<file path="src/design/sit_pkg.sv">
`default_nettype none
package sit_pkg;

	localparam int COORD_W = 32;
	localparam int DIFF_W = COORD_W + 1;
	localparam int SQ_W = 2 * DIFF_W;
	localparam int LEN_W = DIFF_W;
	localparam int UNIT_FRAC = 30;
	localparam int UNIT_W = UNIT_FRAC + 2;
	localparam int UQ_W = UNIT_FRAC + 1;
	localparam int PROD_W = 2 * UNIT_W;
	localparam int DMAG_W = UNIT_FRAC + 2;
	localparam int NUM_W = UNIT_W + DIFF_W;
	localparam int NMAG_W = NUM_W - 1;
	localparam int S_W = NMAG_W;
	localparam int DSQ_W = 64;
	localparam int EPS_DET_W = 30;
	localparam int EPS_POS_W = 16;
	localparam int OUT_W = 40;
	localparam int CFG_W = 64;
	localparam int IDX_W = 2;

	localparam logic [IDX_W-1:0] REG_MAX_DIST_SQ = 2'd0;
	localparam logic [IDX_W-1:0] REG_DET_EPS = 2'd1;
	localparam logic [IDX_W-1:0] REG_POS_EPS = 2'd2;

	localparam logic [DSQ_W-1:0] MAX_DIST_SQ_RST = '1;
	localparam logic [EPS_DET_W-1:0] DET_EPS_RST = EPS_DET_W'(1);
	localparam logic [EPS_POS_W-1:0] POS_EPS_RST = EPS_POS_W'(1);

	localparam int QUEUE_DEPTH = 8;
	localparam int QPTR_W = $clog2(QUEUE_DEPTH);
	localparam int QCNT_W = QPTR_W + 1;
	localparam int FLIGHT_W = 2;

	localparam int SQRT_LAT = LEN_W;
	localparam int UDIV_LAT = UQ_W + 1;
	localparam int QDIV_LAT = NMAG_W;

	// Quotient magnitudes above 2^62 are clamped; they always fail the range test.
	localparam logic [NMAG_W-1:0] QUOT_LIM = {2'b01, {(NMAG_W-2){1'b0}}};

	typedef struct packed {
		logic far;
		logic signed [DIFF_W-1:0] abx;
		logic signed [DIFF_W-1:0] aby;
		logic signed [DIFF_W-1:0] cdx;
		logic signed [DIFF_W-1:0] cdy;
		logic signed [DIFF_W-1:0] acx;
		logic signed [DIFF_W-1:0] acy;
	} sit_item_t;

	function automatic logic [DIFF_W-1:0] mag_of(input logic signed [DIFF_W-1:0] x);
		return x[DIFF_W-1] ? DIFF_W'(-x) : DIFF_W'(x);
	endfunction

endpackage
`default_nettype wire

</file>
<file path="src/design/sit_sqrt.sv">
`default_nettype none
module sit_sqrt import sit_pkg::*; (
	input  logic              clk,
	input  logic [SQ_W-1:0]   rad,
	output logic [LEN_W-1:0]  root
);

	// One result bit per stage, two radicand bits brought down each time.
	logic [LEN_W:0] rem_q [SQRT_LAT];
	logic [LEN_W-1:0] root_q [SQRT_LAT];
	logic [SQ_W-1:0] rad_q [SQRT_LAT];

	logic [LEN_W:0] rem_in [SQRT_LAT];
	logic [LEN_W-1:0] root_in [SQRT_LAT];
	logic [SQ_W-1:0] rad_in [SQRT_LAT];
	logic [LEN_W+2:0] cur [SQRT_LAT];
	logic [LEN_W+2:0] trial [SQRT_LAT];
	logic [LEN_W:0] rem_d [SQRT_LAT];
	logic [LEN_W-1:0] root_d [SQRT_LAT];
	logic [SQ_W-1:0] rad_d [SQRT_LAT];

	always_comb begin
		for (int i = 0; i < SQRT_LAT; i++) begin
			if (i == 0) begin
				rem_in[i] = '0;
				root_in[i] = '0;
				rad_in[i] = rad;
			end else begin
				rem_in[i] = rem_q[i-1];
				root_in[i] = root_q[i-1];
				rad_in[i] = rad_q[i-1];
			end
			cur[i] = {rem_in[i], rad_in[i][SQ_W-1 -: 2]};
			trial[i] = {1'b0, root_in[i], 2'b01};
			if (cur[i] >= trial[i]) begin
				rem_d[i] = (LEN_W+1)'(cur[i] - trial[i]);
				root_d[i] = {root_in[i][LEN_W-2:0], 1'b1};
			end else begin
				rem_d[i] = cur[i][LEN_W:0];
				root_d[i] = {root_in[i][LEN_W-2:0], 1'b0};
			end
			rad_d[i] = {rad_in[i][SQ_W-3:0], 2'b00};
		end
	end

	always_ff @(posedge clk) begin
		for (int i = 0; i < SQRT_LAT; i++) begin
			rem_q[i] <= rem_d[i];
			root_q[i] <= root_d[i];
			rad_q[i] <= rad_d[i];
		end
	end

	assign root = root_q[SQRT_LAT-1];

endmodule
`default_nettype wire

</file>
<file path="config.mk">
export PLATFORM = sky130hd
export DESIGN_NAME = sit_sqrt
export DESIGN_NICKNAME = d
export VERILOG_FILES = /design/src/design/sit_pkg.sv /design/src/design/sit_sqrt.sv
export SDC_FILE = /design/constraint.sdc
export NUM_CORES = 2
export LEC_CHECK = 0
export BUFFER_PORTS_ARGS = -buffer_cell sky130_fd_sc_hd__buf_4
export CORE_MARGIN = 2
export CORE_UTILIZATION = 33
export CTS_CLUSTER_DIAMETER = 50
export DETAILED_ROUTE_END_ITERATION = 10
export GPL_TIMING_DRIVEN = 0
export SLEW_MARGIN = 20
export SYNTH_ARGS = -nofsm -noshare
export SYNTH_HDL_FRONTEND = slang
export SYNTH_MEMORY_MAX_BITS = 65536
export SYNTH_SLANG_ARGS = --single-unit
</file>
<file path="constraint.sdc">
create_clock -name clk -period 4.5 [get_ports clk]
set_clock_uncertainty 0.2 [all_clocks]
set_input_delay 0.9 -clock clk [delete_from_list [all_inputs] [get_ports clk]]
set_output_delay 0.9 -clock clk [all_outputs]
set_load 0.005 [all_outputs]
</file>
== Word level (Yosys, flattened, before mapping) ==
Memories as Yosys holds them, arrays and structs flattened.
Index checks and enable logic that the tools add are counted.
Operators by class
  $lt $le $gt $ge: 33
  $add $sub $neg: 33
  multiplexer cells: 66
Operators by type and width (number)
  >= comparator 36 x 35 -> 1 bit: 32
  2-to-1 mux 34 bit: 33
  subtractor 34 bit: 32
  2-to-1 mux 1 bit: 33
  subtractor 2 x 1 -> 3 bit (second input constant): 1
  >= comparator 2 x 1 -> 1 bit (second input constant): 1
Word-level totals
  logic and storage cells: 135
  output and inout port bits: 33
  bits in registers: 0
  bits in writable memories: 4323
  bits of input ports: 67
  memories: 3
Memories
  rad_q: depth 33, bits a word 64, read ports 32, clocked after memory_dff 0, wr ports 33, RTL line sit_sqrt.sv:11  | logic [SQ_W-1:0] rad_q [SQRT_LAT];
  rem_q: depth 33, bits a word 34, read ports 32, clocked after memory_dff 0, wr ports 33, RTL line sit_sqrt.sv:9  | logic [LEN_W:0] rem_q [SQRT_LAT];
  root_q: depth 33, bits a word 33, read ports 33, clocked after memory_dff 0, wr ports 33, RTL line sit_sqrt.sv:10  | logic [LEN_W-1:0] root_q [SQRT_LAT];

== Logic depth before layout (Yosys ltp) ==
An unclocked memory read counts as a cell.
  depth after elaboration: 3
  gate-level depth with buffers: 14
  depth with buffers taken out: 12

== Worst setup path before layout ==
Ideal clock, no wire load.
  kind: reg-to-reg
  start: memory root_q[0][660] (netlist name)
  end: memory rem_q[0][725] (netlist name)
  cell stages (with the launch flop): 13
  clock period less this slack: 3.412 ns
  required time: 4.179 ns
  setup slack: 1.088 ns
  setup time: 0.121 ns
  arrival: 3.091 ns
  path through: dfxtp_1 > inv_1 > ha_1 > nor2b_1 > o21ai_0 > a21oi_1 > nor3_1 > o211ai_1 > a211oi_1 > o31a_1 > clkbuf_1 > clkbuf_1 > mux2_2
RTL lines (RTL line)
  start: declaration: sit_sqrt.sv:10
  end: declaration: sit_sqrt.sv:9

==> results.sh <==
export IMPL_vias_per_cell=4.65
export IMPL_fin_nets=10800
export IMPL_path_clk_slew_ns=0.06
export IMPL_num_vias=66700
export IMPL_synthSimpleGateAreaFrac=0.127
export IMPL_overflow=0
export IMPL_ant_nets=0
export IMPL_area_growth_pct=18.0
export IMPL_fmax_mhz=234
export IMPL_hold_path_class="flop to flop"
export IMPL_fin_crit_sh=0.949
export IMPL_wl_per_cell_um=14.9
export IMPL_grt_pass1_wl_mm=343
export IMPL_hold_violations=0
export IMPL_port_buffers=99
export IMPL_rsz0062_at_grt="no"
export IMPL_worstPathMaxFanout=10
export IMPL_post_cts_setup_buffer_count=0
export IMPL_cts_root_buf="clkbuf_16"
export IMPL_ir_drop_uv=367
export IMPL_synthMuxAreaShare=0.0108
export IMPL_insertion_delay_ns=0.89
export IMPL_crit_type="flop to flop"
export IMPL_synth_top_family_by_area="compound AO/OA/AOI/OAI gates"
export IMPL_tightest_slew_ns=1.19
export IMPL_switching_share=0.284
export IMPL_cap_violations=0
export IMPL_cp_arrival_ns=4.83
export IMPL_required_ns=5.06
export IMPL_pwr_share_comb=0.156
export IMPL_routed_wl_mm=214
export IMPL_placed_cells=13700
export IMPL_ios=100
export IMPL_drtPass1Iterations=8
export IMPL_die_h_um=548
export IMPL_relSlewSlack=0.199
export IMPL_seqPwrFrac=0.450
export IMPL_die_w_um=548
export IMPL_ys_ff_latch=2654
export IMPL_synthCells=9667
export IMPL_core_area_mm2=0.294
export IMPL_clock_sinks=2654
export IMPL_synth_xor_area_frac=0.0787
export IMPL_antenna_found_initial=8
export IMPL_grt_max_degree=17
export IMPL_cellLeakagePower_nw=53.1
export IMPL_synth_flop_cell="dfxtp_1"
export IMPL_ys_seq_area_frac=0.544
export IMPL_synth_edf_count=0
export IMPL_intPower_mw=48.0
export IMPL_hold_ws_ns=0.0966
export IMPL_final_instance_count_excl_fill=14300
export IMPL_fp_row_count=199
export IMPL_end_kind="flop"
export IMPL_layout_min_cycle_time_ns=4.27
export IMPL_drcViolationCount=0
export IMPL_start_util=0.332
export IMPL_drv_slew=0
export IMPL_yosysWarnings=0
export IMPL_cts_htree_levels=5
export IMPL_synth_fa_ha_area_frac=0.0763
export IMPL_clkPwrFrac=0.394
export IMPL_critPathLaunchType="flop"
export IMPL_hpwlAfterDp_mm=161
export IMPL_grtUsageTotal=0.139
export IMPL_netSwitchingPower_mw=19.1
export IMPL_synth_distinct_cells=94
export IMPL_drt_iter0_markers=4378
export IMPL_power_density_mw_per_mm2=582
export IMPL_cts_tree="yes"
export IMPL_layout_drive_gt1_share=0.0816
export IMPL_dpl_cell_area_mm2=0.103
export IMPL_syn_area_per_cell_um2=10.1
export IMPL_finish_instance_area_mm2=0.115
export IMPL_synth_nets=10300
export IMPL_place_congestion=0.902
export IMPL_first_global_vias=65200
export IMPL_syn_area_mm2=0.0978
export IMPL_fin_setup_tns_ns=0
export IMPL_cts_buffer_depth=4
export IMPL_async_reset_ff_frac=0
export IMPL_status="complete, no violations"
export IMPL_setup_viol=0
export IMPL_die_area_mm2=0.301
export IMPL_synth_compound_gate_area_share=0.127
export IMPL_numCtsBuffers=323
sequential cells by signal, summed over array words and instances, names as in the netlist:
| register | count |
|---|---|
| root_q | 561 |
| rem_q | 1037 |
| rad_q | 1056 |
cells in the final DEF, fill, tap and decap left out, types with 262 or more instances in the layout:
cell type  synthesis  routed
o21ai_0          507     506
inv_1            743     743
xnor2_1          465     465
dfxtp_1         2654    2654
a21o_1           262     262
nor2_1           591     591
xor2_1           413     413
clkbuf_16          0     327
a21oi_1          637     636
nand2_1          657     657
ha_1             596     596
metrics by stage:
stage / setup WS, ns / utilization / power, mW
after floorplan: 1.09 / - / 37.7
after global placement: -0.474 / 0.351 / 41.0
after detailed placement: -0.429 / 0.351 / 41.0
after CTS: 0.0599 / 0.392 / 67.9
after global routing: 0.000566 / 0.392 / 70.6
final: 0.227 / 0.392 / 67.1
layer usage:
layer,up-vias,GRT usage,part of all wire
met5,-,0,0
met1,30800,0.184,0.47
met2,1270,0.230,0.45
met4,0,0.0469,0.029
met3,408,0.0201,0.044
li1,34200,-,-
cells in the mapped netlist, types with 124 or more instances:
library cell,count,share of area
nor4_1,124,0.0079
a21o_1,262,0.020
xnor2_1,465,0.042
o21ai_0,507,0.026
nand2_1,657,0.025
ha_1,596,0.076
clkbuf_1,172,0.0066
nor2_1,591,0.023
nor3_1,213,0.011
xor2_1,413,0.037
nand3_1,154,0.0079
inv_1,743,0.029
a21oi_1,637,0.033
dfxtp_1,2654,0.54
layout make-up:
type                    instances  area [um^2]
well taps                    3919         4900
inverters                     747         2800
multi-input cells            6060        41100
plain buffers                 204          797
diodes                          1         2.50
flip-flops and latches       2654        53100
clock buffers                 398         8750
clock inverters               194         2480
repair buffers                166         1410
fillers                     29000       179000
final timing paths:
check / startpoint / to / slack (ns) / cells after the start
max: root_q[0][937] / rem_q[0][1016] / 0.23 / 13
min: rad_q[0][1336] / rad_q[0][1402] / 0.1 / 0
max reg2reg: root_q[0][937] / rem_q[0][1016] / 0.23 / 13
min reg2reg: rad_q[0][1336] / rad_q[0][1402] / 0.1 / 0
power by group through the flow:
stage | Combinational (mW) | Clock [mW] | Sequential, mW
after floorplan | 8.10 | 0 | 29.6
after global placement | 10.3 | 0 | 30.7
after detailed placement | 10.3 | 0 | 30.7
after CTS | 10.4 | 27.2 | 30.2
after global routing | 11.7 | 28.2 | 30.7
final | 10.5 | 26.4 | 30.2
logic make-up after synthesis:
| family | Yosys count |
|---|---|
| buffers and inverters | 953 |
| AND/OR/NAND/NOR | 2483 |
| AO/OA/AOI/OAI | 2006 |
| flip-flops | 2654 |
| multiplexers | 96 |
| other | 1 |
| adder cells (fa/ha/maj) | 596 |
| XOR/XNOR | 878 |
critical path: stages (launching register included):
cell and delay [ns]:
dfxtp_1 0.36, inv_1 0.06, ha_1 0.26, clkbuf_1 0.22, a21oi_1 0.24, o21ai_0 0.28, a311oi_1 0.33, nand3_1 0.18
a21oi_1 0.30, o21a_1 0.26, clkbuf_1 0.56, clkbuf_1 0.65, nand2_1 0.11, o21ai_0 0.14
repair_timing:
item | 4_1_cts | 5_1_grt
gates resized for setup | 11 | 23
setup endpoints to repair | 110 | 134
hold buffers | 67 | 0
hold endpoints to repair | 67 | 0
Power figures use the tool's default switching activity.
