$ cat config.mk
export PLATFORM = sky130hd
export DESIGN_NAME = sit_udiv
export DESIGN_NICKNAME = d
export VERILOG_FILES = /design/src/design/sit_pkg.sv /design/src/design/sit_udiv.sv
export SDC_FILE = /design/constraint.sdc
export NUM_CORES = 2
export LEC_CHECK = 0
export BUFFER_PORTS_ARGS = -buffer_cell sky130_fd_sc_hd__buf_2
export CORE_ASPECT_RATIO = 2
export CORE_UTILIZATION = 45
export CTS_CLUSTER_DIAMETER = 30
export DETAILED_ROUTE_END_ITERATION = 10
export RECOVER_POWER = 100
export SLEW_MARGIN = 20
export SYNTH_ARGS = -nofsm -noshare
export SYNTH_HDL_FRONTEND = slang
export SYNTH_SLANG_ARGS = --single-unit
$ cat constraint.sdc
create_clock -name clk -period 10.5 [get_ports clk]
set_input_delay 0.525 -clock clk [delete_from_list [all_inputs] [get_ports clk]]
set_output_delay 0.525 -clock clk [all_outputs]
set_load 0.02 [all_outputs]
$ cat src/design/sit_pkg.sv
`default_nettype none
package sit_pkg;

	localparam int COORD_W = 32;
	localparam int DIFF_W = COORD_W + 1;
	localparam int SQ_W = 2 * DIFF_W;
	localparam int LEN_W = DIFF_W;
	localparam int UNIT_FRAC = 30;
	localparam int UNIT_W = UNIT_FRAC + 2;
	localparam int UQ_W = UNIT_FRAC + 1;
	localparam int PROD_W = 2 * UNIT_W;
	localparam int DMAG_W = UNIT_FRAC + 2;
	localparam int NUM_W = UNIT_W + DIFF_W;
	localparam int NMAG_W = NUM_W - 1;
	localparam int S_W = NMAG_W;
	localparam int DSQ_W = 64;
	localparam int EPS_DET_W = 30;
	localparam int EPS_POS_W = 16;
	localparam int OUT_W = 40;
	localparam int CFG_W = 64;
	localparam int IDX_W = 2;

	localparam logic [IDX_W-1:0] REG_MAX_DIST_SQ = 2'd0;
	localparam logic [IDX_W-1:0] REG_DET_EPS = 2'd1;
	localparam logic [IDX_W-1:0] REG_POS_EPS = 2'd2;

	localparam logic [DSQ_W-1:0] MAX_DIST_SQ_RST = '1;
	localparam logic [EPS_DET_W-1:0] DET_EPS_RST = EPS_DET_W'(1);
	localparam logic [EPS_POS_W-1:0] POS_EPS_RST = EPS_POS_W'(1);

	localparam int QUEUE_DEPTH = 8;
	localparam int QPTR_W = $clog2(QUEUE_DEPTH);
	localparam int QCNT_W = QPTR_W + 1;
	localparam int FLIGHT_W = 2;

	localparam int SQRT_LAT = LEN_W;
	localparam int UDIV_LAT = UQ_W + 1;
	localparam int QDIV_LAT = NMAG_W;

	// Quotient magnitudes above 2^62 are clamped; they always fail the range test.
	localparam logic [NMAG_W-1:0] QUOT_LIM = {2'b01, {(NMAG_W-2){1'b0}}};

	typedef struct packed {
		logic far;
		logic signed [DIFF_W-1:0] abx;
		logic signed [DIFF_W-1:0] aby;
		logic signed [DIFF_W-1:0] cdx;
		logic signed [DIFF_W-1:0] cdy;
		logic signed [DIFF_W-1:0] acx;
		logic signed [DIFF_W-1:0] acy;
	} sit_item_t;

	function automatic logic [DIFF_W-1:0] mag_of(input logic signed [DIFF_W-1:0] x);
		return x[DIFF_W-1] ? DIFF_W'(-x) : DIFF_W'(x);
	endfunction

endpackage
`default_nettype wire

$ cat src/design/sit_udiv.sv
`default_nettype none
module sit_udiv import sit_pkg::*; (
	input  logic                      clk,
	input  logic signed [DIFF_W-1:0]  comp,
	input  logic [LEN_W-1:0]          len,
	output logic signed [UNIT_W-1:0]  unit
);

	// Computes (|comp| << 30) / len. Since len >= |comp| the quotient fits
	// in 31 bits, so the first partial remainder is |comp| >> 1.
	logic [LEN_W-1:0] r_q [UQ_W];
	logic [UQ_W-1:0] q_q [UQ_W];
	logic [LEN_W-1:0] len_q [UQ_W];
	logic neg_q [UQ_W];
	logic nz_q [UQ_W];

	logic [LEN_W-1:0] r_in [UQ_W];
	logic [UQ_W-1:0] q_in [UQ_W];
	logic [LEN_W-1:0] len_in [UQ_W];
	logic neg_in [UQ_W];
	logic nz_in [UQ_W];
	logic [LEN_W:0] cur [UQ_W];
	logic [LEN_W-1:0] r_d [UQ_W];
	logic [UQ_W-1:0] q_d [UQ_W];
	logic [DIFF_W-1:0] m;
	logic [UNIT_W-1:0] q_ext;
	logic signed [UNIT_W-1:0] unit_q;

	assign m = mag_of(comp);

	always_comb begin
		for (int i = 0; i < UQ_W; i++) begin
			if (i == 0) begin
				r_in[i] = {1'b0, m[DIFF_W-1:1]};
				q_in[i] = '0;
				len_in[i] = len;
				neg_in[i] = comp[DIFF_W-1];
				nz_in[i] = (len != '0);
				cur[i] = {r_in[i], m[0]};
			end else begin
				r_in[i] = r_q[i-1];
				q_in[i] = q_q[i-1];
				len_in[i] = len_q[i-1];
				neg_in[i] = neg_q[i-1];
				nz_in[i] = nz_q[i-1];
				cur[i] = {r_in[i], 1'b0};
			end
			if (cur[i] >= {1'b0, len_in[i]}) begin
				r_d[i] = LEN_W'(cur[i] - {1'b0, len_in[i]});
				q_d[i] = {q_in[i][UQ_W-2:0], 1'b1};
			end else begin
				r_d[i] = cur[i][LEN_W-1:0];
				q_d[i] = {q_in[i][UQ_W-2:0], 1'b0};
			end
		end
	end

	always_ff @(posedge clk) begin
		for (int i = 0; i < UQ_W; i++) begin
			r_q[i] <= r_d[i];
			q_q[i] <= q_d[i];
			len_q[i] <= len_in[i];
			neg_q[i] <= neg_in[i];
			nz_q[i] <= nz_in[i];
		end
	end

	assign q_ext = {1'b0, q_q[UQ_W-1]};

	// A zero-length segment has a zero direction.
	always_ff @(posedge clk) begin
		if (!nz_q[UQ_W-1]) begin
			unit_q <= '0;
		end else if (neg_q[UQ_W-1]) begin
			unit_q <= -q_ext;
		end else begin
			unit_q <= q_ext;
		end
	end

	assign unit = unit_q;

endmodule
`default_nettype wire

# == Word-level counts from Yosys, hierarchy flattened ==
# Memory sizes are Yosys's and may differ from the RTL's.
# Cells that the tools add are included.
# classes
n_addsub,33
magnitude_cmp,31
muxes,64
reduce_logical,2
# ops
operator,count
two-way mux 33 bit,32
subtractor 33 bit,31
>= comparator 34 x 33 -> 1 bit,30
>= comparator 33 bit,1
negation 33 bit,1
nonzero test 33 bit,1
negation 31 -> 32 bit,1
two-way mux 1 bit,31
two-way mux 31 bit,1
AND reduction 2 bit,1
# word_totals
regBits,32
ramBits,3069
inputBits,67
out_inout_bits,32
elab_cells,137
n_memories,5
# memory_table
name,depth,width,rd,rd_ports_with_merged_regs,write_ports,line_no,rtl
len_q,31,33,30,0,31,sit_udiv.sv:13,logic [LEN_W-1:0] len_q [UQ_W];
r_q,31,33,30,0,31,sit_udiv.sv:11,logic [LEN_W-1:0] r_q [UQ_W];
q_q,31,31,31,0,31,sit_udiv.sv:12,logic [UQ_W-1:0] q_q [UQ_W];
neg_q,31,1,31,0,31,sit_udiv.sv:14,logic neg_q [UQ_W];
nz_q,31,1,31,0,31,sit_udiv.sv:15,logic nz_q [UQ_W];

# == Logic depth before layout (Yosys ltp) ==
# logic_depth
word_depth,4
mapped_depth,22
ltp_nobuf,20

# == Worst setup path before layout ==
# Ideal clock, no wire load.
# synth_timing
path_type,input to register
from,input comp[10]
to,memory r_q[0][11] (netlist name)
setup_ps,70
arrival_ps,5223
required_time_ps,10430
setup_slack_ps,5207
path_stages,16
path_buffers,3
path_cell_list,or4_1 or3_1 or4_1 or2_2 o31a_1 xor2_1 ha_1 clkbuf_1 nand4_1 or4_1 or4_1 o211ai_1 clkbuf_1 clkbuf_1 nor2_1 a21oi_1
# synth_lines
item,line_no,rtl
"start, declared",sit_udiv.sv:4,"input logic signed [DIFF_W-1:0] comp,"
"end, declared",sit_udiv.sv:11,

==> impl_metrics.tcl <==
set metrics [dict create \
    synth-main-ff-cell "dfxtp_1" \
    slew_headroom_pct -107 \
    setup_viol 0 \
    dieArea_um2 262000 \
    dieHeight_um 723 \
    start_util_pct 45.3 \
    core-area_um2 259000 \
    antenna_found_initial 22 \
    holdWs_ps 27.0 \
    ys_seq_elements 2570 \
    yosys.area_share.simple_pct 10.5 \
    cp.required_ps 11270 \
    p_leak_nw 62.1 \
    r2r_cells 14 \
    viasPerCell 5.48 \
    fmax_ghz 0.123 \
    syn_avg_cell_area_um2 9.49 \
    period_share_pct 77.6 \
    grt_max_degree 67 \
    rsz0062_at_grt "no" \
    synth_top_area_share_pct 44.0 \
    synth_top_family_by_area "compound AO/OA/AOI/OAI gates" \
    synth_xor_area_share_pct 6.67 \
    r2r_slack_ps 2350 \
    totalWireLength_um 371000 \
    io_pins 99 \
    synth-compound-area-share_pct 17.4 \
    postRouteAntennaNets 0 \
    grt_usage_pct 27.7 \
    synthAdderAreaFrac_pct 11.5 \
    power_density_nw_per_um2 396 \
    holdPathEnd "r_q[0][16]$_DFF_P_" \
    synth_top_area_cell "dfxtp_1" \
    drtPass1Iterations 7 \
    fin_cells 16500 \
    dp.cells 15700 \
    reg2reg_to "r_q[0][135]$_DFF_P_" \
    first_global_vias 98400 \
    grt-ovfl-total 0 \
    clkSinkCount 2570 \
    hpwl_um 300000 \
    tightest_slew_ps 3110 \
    grt_pass1_wl_um 542000 \
    portBuffers 98 \
    r2r_start "len_q[0][108]$_DFF_P_" \
    run_status "finished with violations" \
    finalClockSkew_ps 57.9 \
    h-tree-depth 5 \
    async_flop_share_pct 0 \
    drc 0 \
    period_minus_slack_ps 8150 \
    critical_path_class "reg -> reg" \
    hp-class "in -> reg" \
    clock_path_buffers 4 \
    synth_fp_nets 13500 \
    clkTransAtPathRegs_ps 50 \
    hold_viol 0 \
    drv_slew 1524 \
    holdPathStages 3 \
    yosysSeqAreaShare_pct 44.0 \
    rows 264 \
    arrival_ps 8920 \
    routabilityCongestion 1.05 \
    maxCapViolations 41 \
    crit_fanout 49 \
    synthMuxAreaShare_pct 4.83 \
    clkLatencyLatePin_ps 930 \
    clockRootBuffer "clkbuf_16" \
    tns_ps 0 \
    cts_buffers 373 \
    vias 90300 \
    syn_area_um2 117000 \
    holdCritStartpoint "comp[16]" \
    yosysWarningCount 0 \
    end_kind "flip-flop" \
    syn2layout_area_growth_pct 14.9 \
    cp-start-kind "flip-flop" \
    drive_gt1_share_pct 8.81 \
    peakVddDrop_mv 0.173 \
    synthDistinctLibCells 94 \
    first_iter_violations 3337 \
    synth_edf_count 0 \
    violations "capacitance limit, slew limit" \
    die_width_um 363 \
    synth_area_leaders "dfxtp_1 44%, ha_1 11%, xnor2_1 4.1%" \
    wl_per_cell_um 22.5 \
    syn_inst 12300 \
    cts_tree "done" \
    nets 13800 \
]
## state kept, by name, summed over array words and instances (netlist names)
signal and flops:
unit 32, nz_q 31, len_q 990, q_q 496
r_q 990, neg_q 31
## cells in the mapped netlist, types with 31 or more instances
cell type  number
xnor2_1       549
or3_1          48
nand2_1       798
a21o_1        569
nor2_1        566
and4_1         32
clkbuf_1      215
nand2b_1      148
mux2_2        321
inv_1        1267
xor2_1        343
o21ai_1        89
o31ai_1        79
o31a_1         38
mux2_1         91
a211oi_1       76
buf_2          39
nor4_1         44
o21a_1        134
mux2_4         53
a21oi_1       954
or2_2          43
o21ai_0       702
dfxtp_1      2570
a221oi_1       39
nand3_1       162
nor3_1        130
ha_1         1024
o211ai_1       31
and2_1         84
a31oi_1       110
nor2b_1       166
o21bai_1      123
nand4_1       155
and3_1         96
## repair_timing
| item | in CTS | in global routing |
|---|---|---|
| hold buffers | 36 | 0 |
| resized for setup | 0 | 0 |
| buffers inserted | 0 | 0 |
| hold endpoints to repair | 36 | 0 |
## power breakdown
| group | switching [mW] | total [mW] | internal (mW) |
|---|---|---|---|
| registers | 1.50 | 14.7 | 13.2 |
| logic | 15.2 | 25.5 | 10.4 |
| clock network | 4.89 | 13.0 | 8.11 |
## per-layer routing
| metal | vias up | track usage [%] | wire (um) |
|---|---|---|---|
| met5 | - | 0 | 9 |
| met4 | 2 | 37.4 | 58000 |
| met3 | 1678 | 3.95 | 10600 |
| met2 | 2358 | 60.6 | 221000 |
| met1 | 42800 | 13.7 | 81500 |
| li1 | 43500 | - | - |
## through the flow
step	util (%)	instance area, um^2	total power, mW	setup WS, ps
6_report	52.0	135000	53.3	2350
5_1_grt	52.0	135000	56.2	1950
2_1_floorplan	-	117000	32.6	5210
4_1_cts	52.2	135000	53.4	3870
3_5_place_dp	47.0	122000	40.2	3410
3_3_place_gp	47.0	122000	39.4	3140
## area by class of cell
class	instances	area, um^2
diodes	69	173
clock buffers	450	10100
clock inverters	233	2990
fillers	23400	124000
inverters	1269	4760
multi-input cells	8214	59500
flip-flops and latches	2570	51400
well taps	3458	4330
repair buffers	214	1190
## placed cells by master, fill, tap and decap left out, types with 155 or more instances in the layout
cell type  instances
nand4_1          155
xor2_1           343
a21o_1           569
ha_1            1024
nand2_1          797
xnor2_1          549
o21ai_0          785
nand3_1          162
a21oi_1          956
mux2_2           310
nor2b_1          166
nor2_1           566
inv_1           1268
clkbuf_16        381
dfxtp_1         2570
## how the worst max path moves through the flow
stage	start	end	slack, ps	depth (start not counted)
global placement	comp[4]	r_q[0][1]$_DFF_P_	3140	19
global route	len_q[0][106]$_DFF_P_	r_q[0][135]$_DFF_P_	1950	14
CTS	comp[0]	r_q[0][1]$_DFF_P_	3870	19
detailed placement	comp[4]	r_q[0][5]$_DFF_P_	3410	19
finish	len_q[0][108]$_DFF_P_	r_q[0][135]$_DFF_P_	2350	14
floorplan	comp[10]	r_q[0][11]$_DFF_P_	5210	16
## kinds of logic (layout without fill, tap and decap cells)
| kind of cell | count (synthesis) | in the layout |
|---|---|---|
| AOI/OAI and AO/OA | 3236 | 3236 |
| xor gates and xnor gates | 892 | 892 |
| adders and majority gates | 1054 | 1054 |
| buffers and inverters | 1555 | 2166 |
| DFF | 2570 | 2570 |
| muxes | 487 | 487 |
| other | 0 | 69 |
| and+or+nand+nor | 2545 | 2545 |
## critical path, stage by stage, from the launching register on
cell and delay (ps):
dfxtp_1 320, inv_1 50, ha_1 350, a21oi_1 150, o21ai_0 200, a2111oi_0 590, a211oi_1 360, a2111oi_0 790
o21bai_1 200, a21oi_1 570, nor2_1 100, o21ai_0 1270, clkbuf_1 1610, inv_1 930, mux2_2 500
No activity file was read; power rests on OpenSTA's default activity.
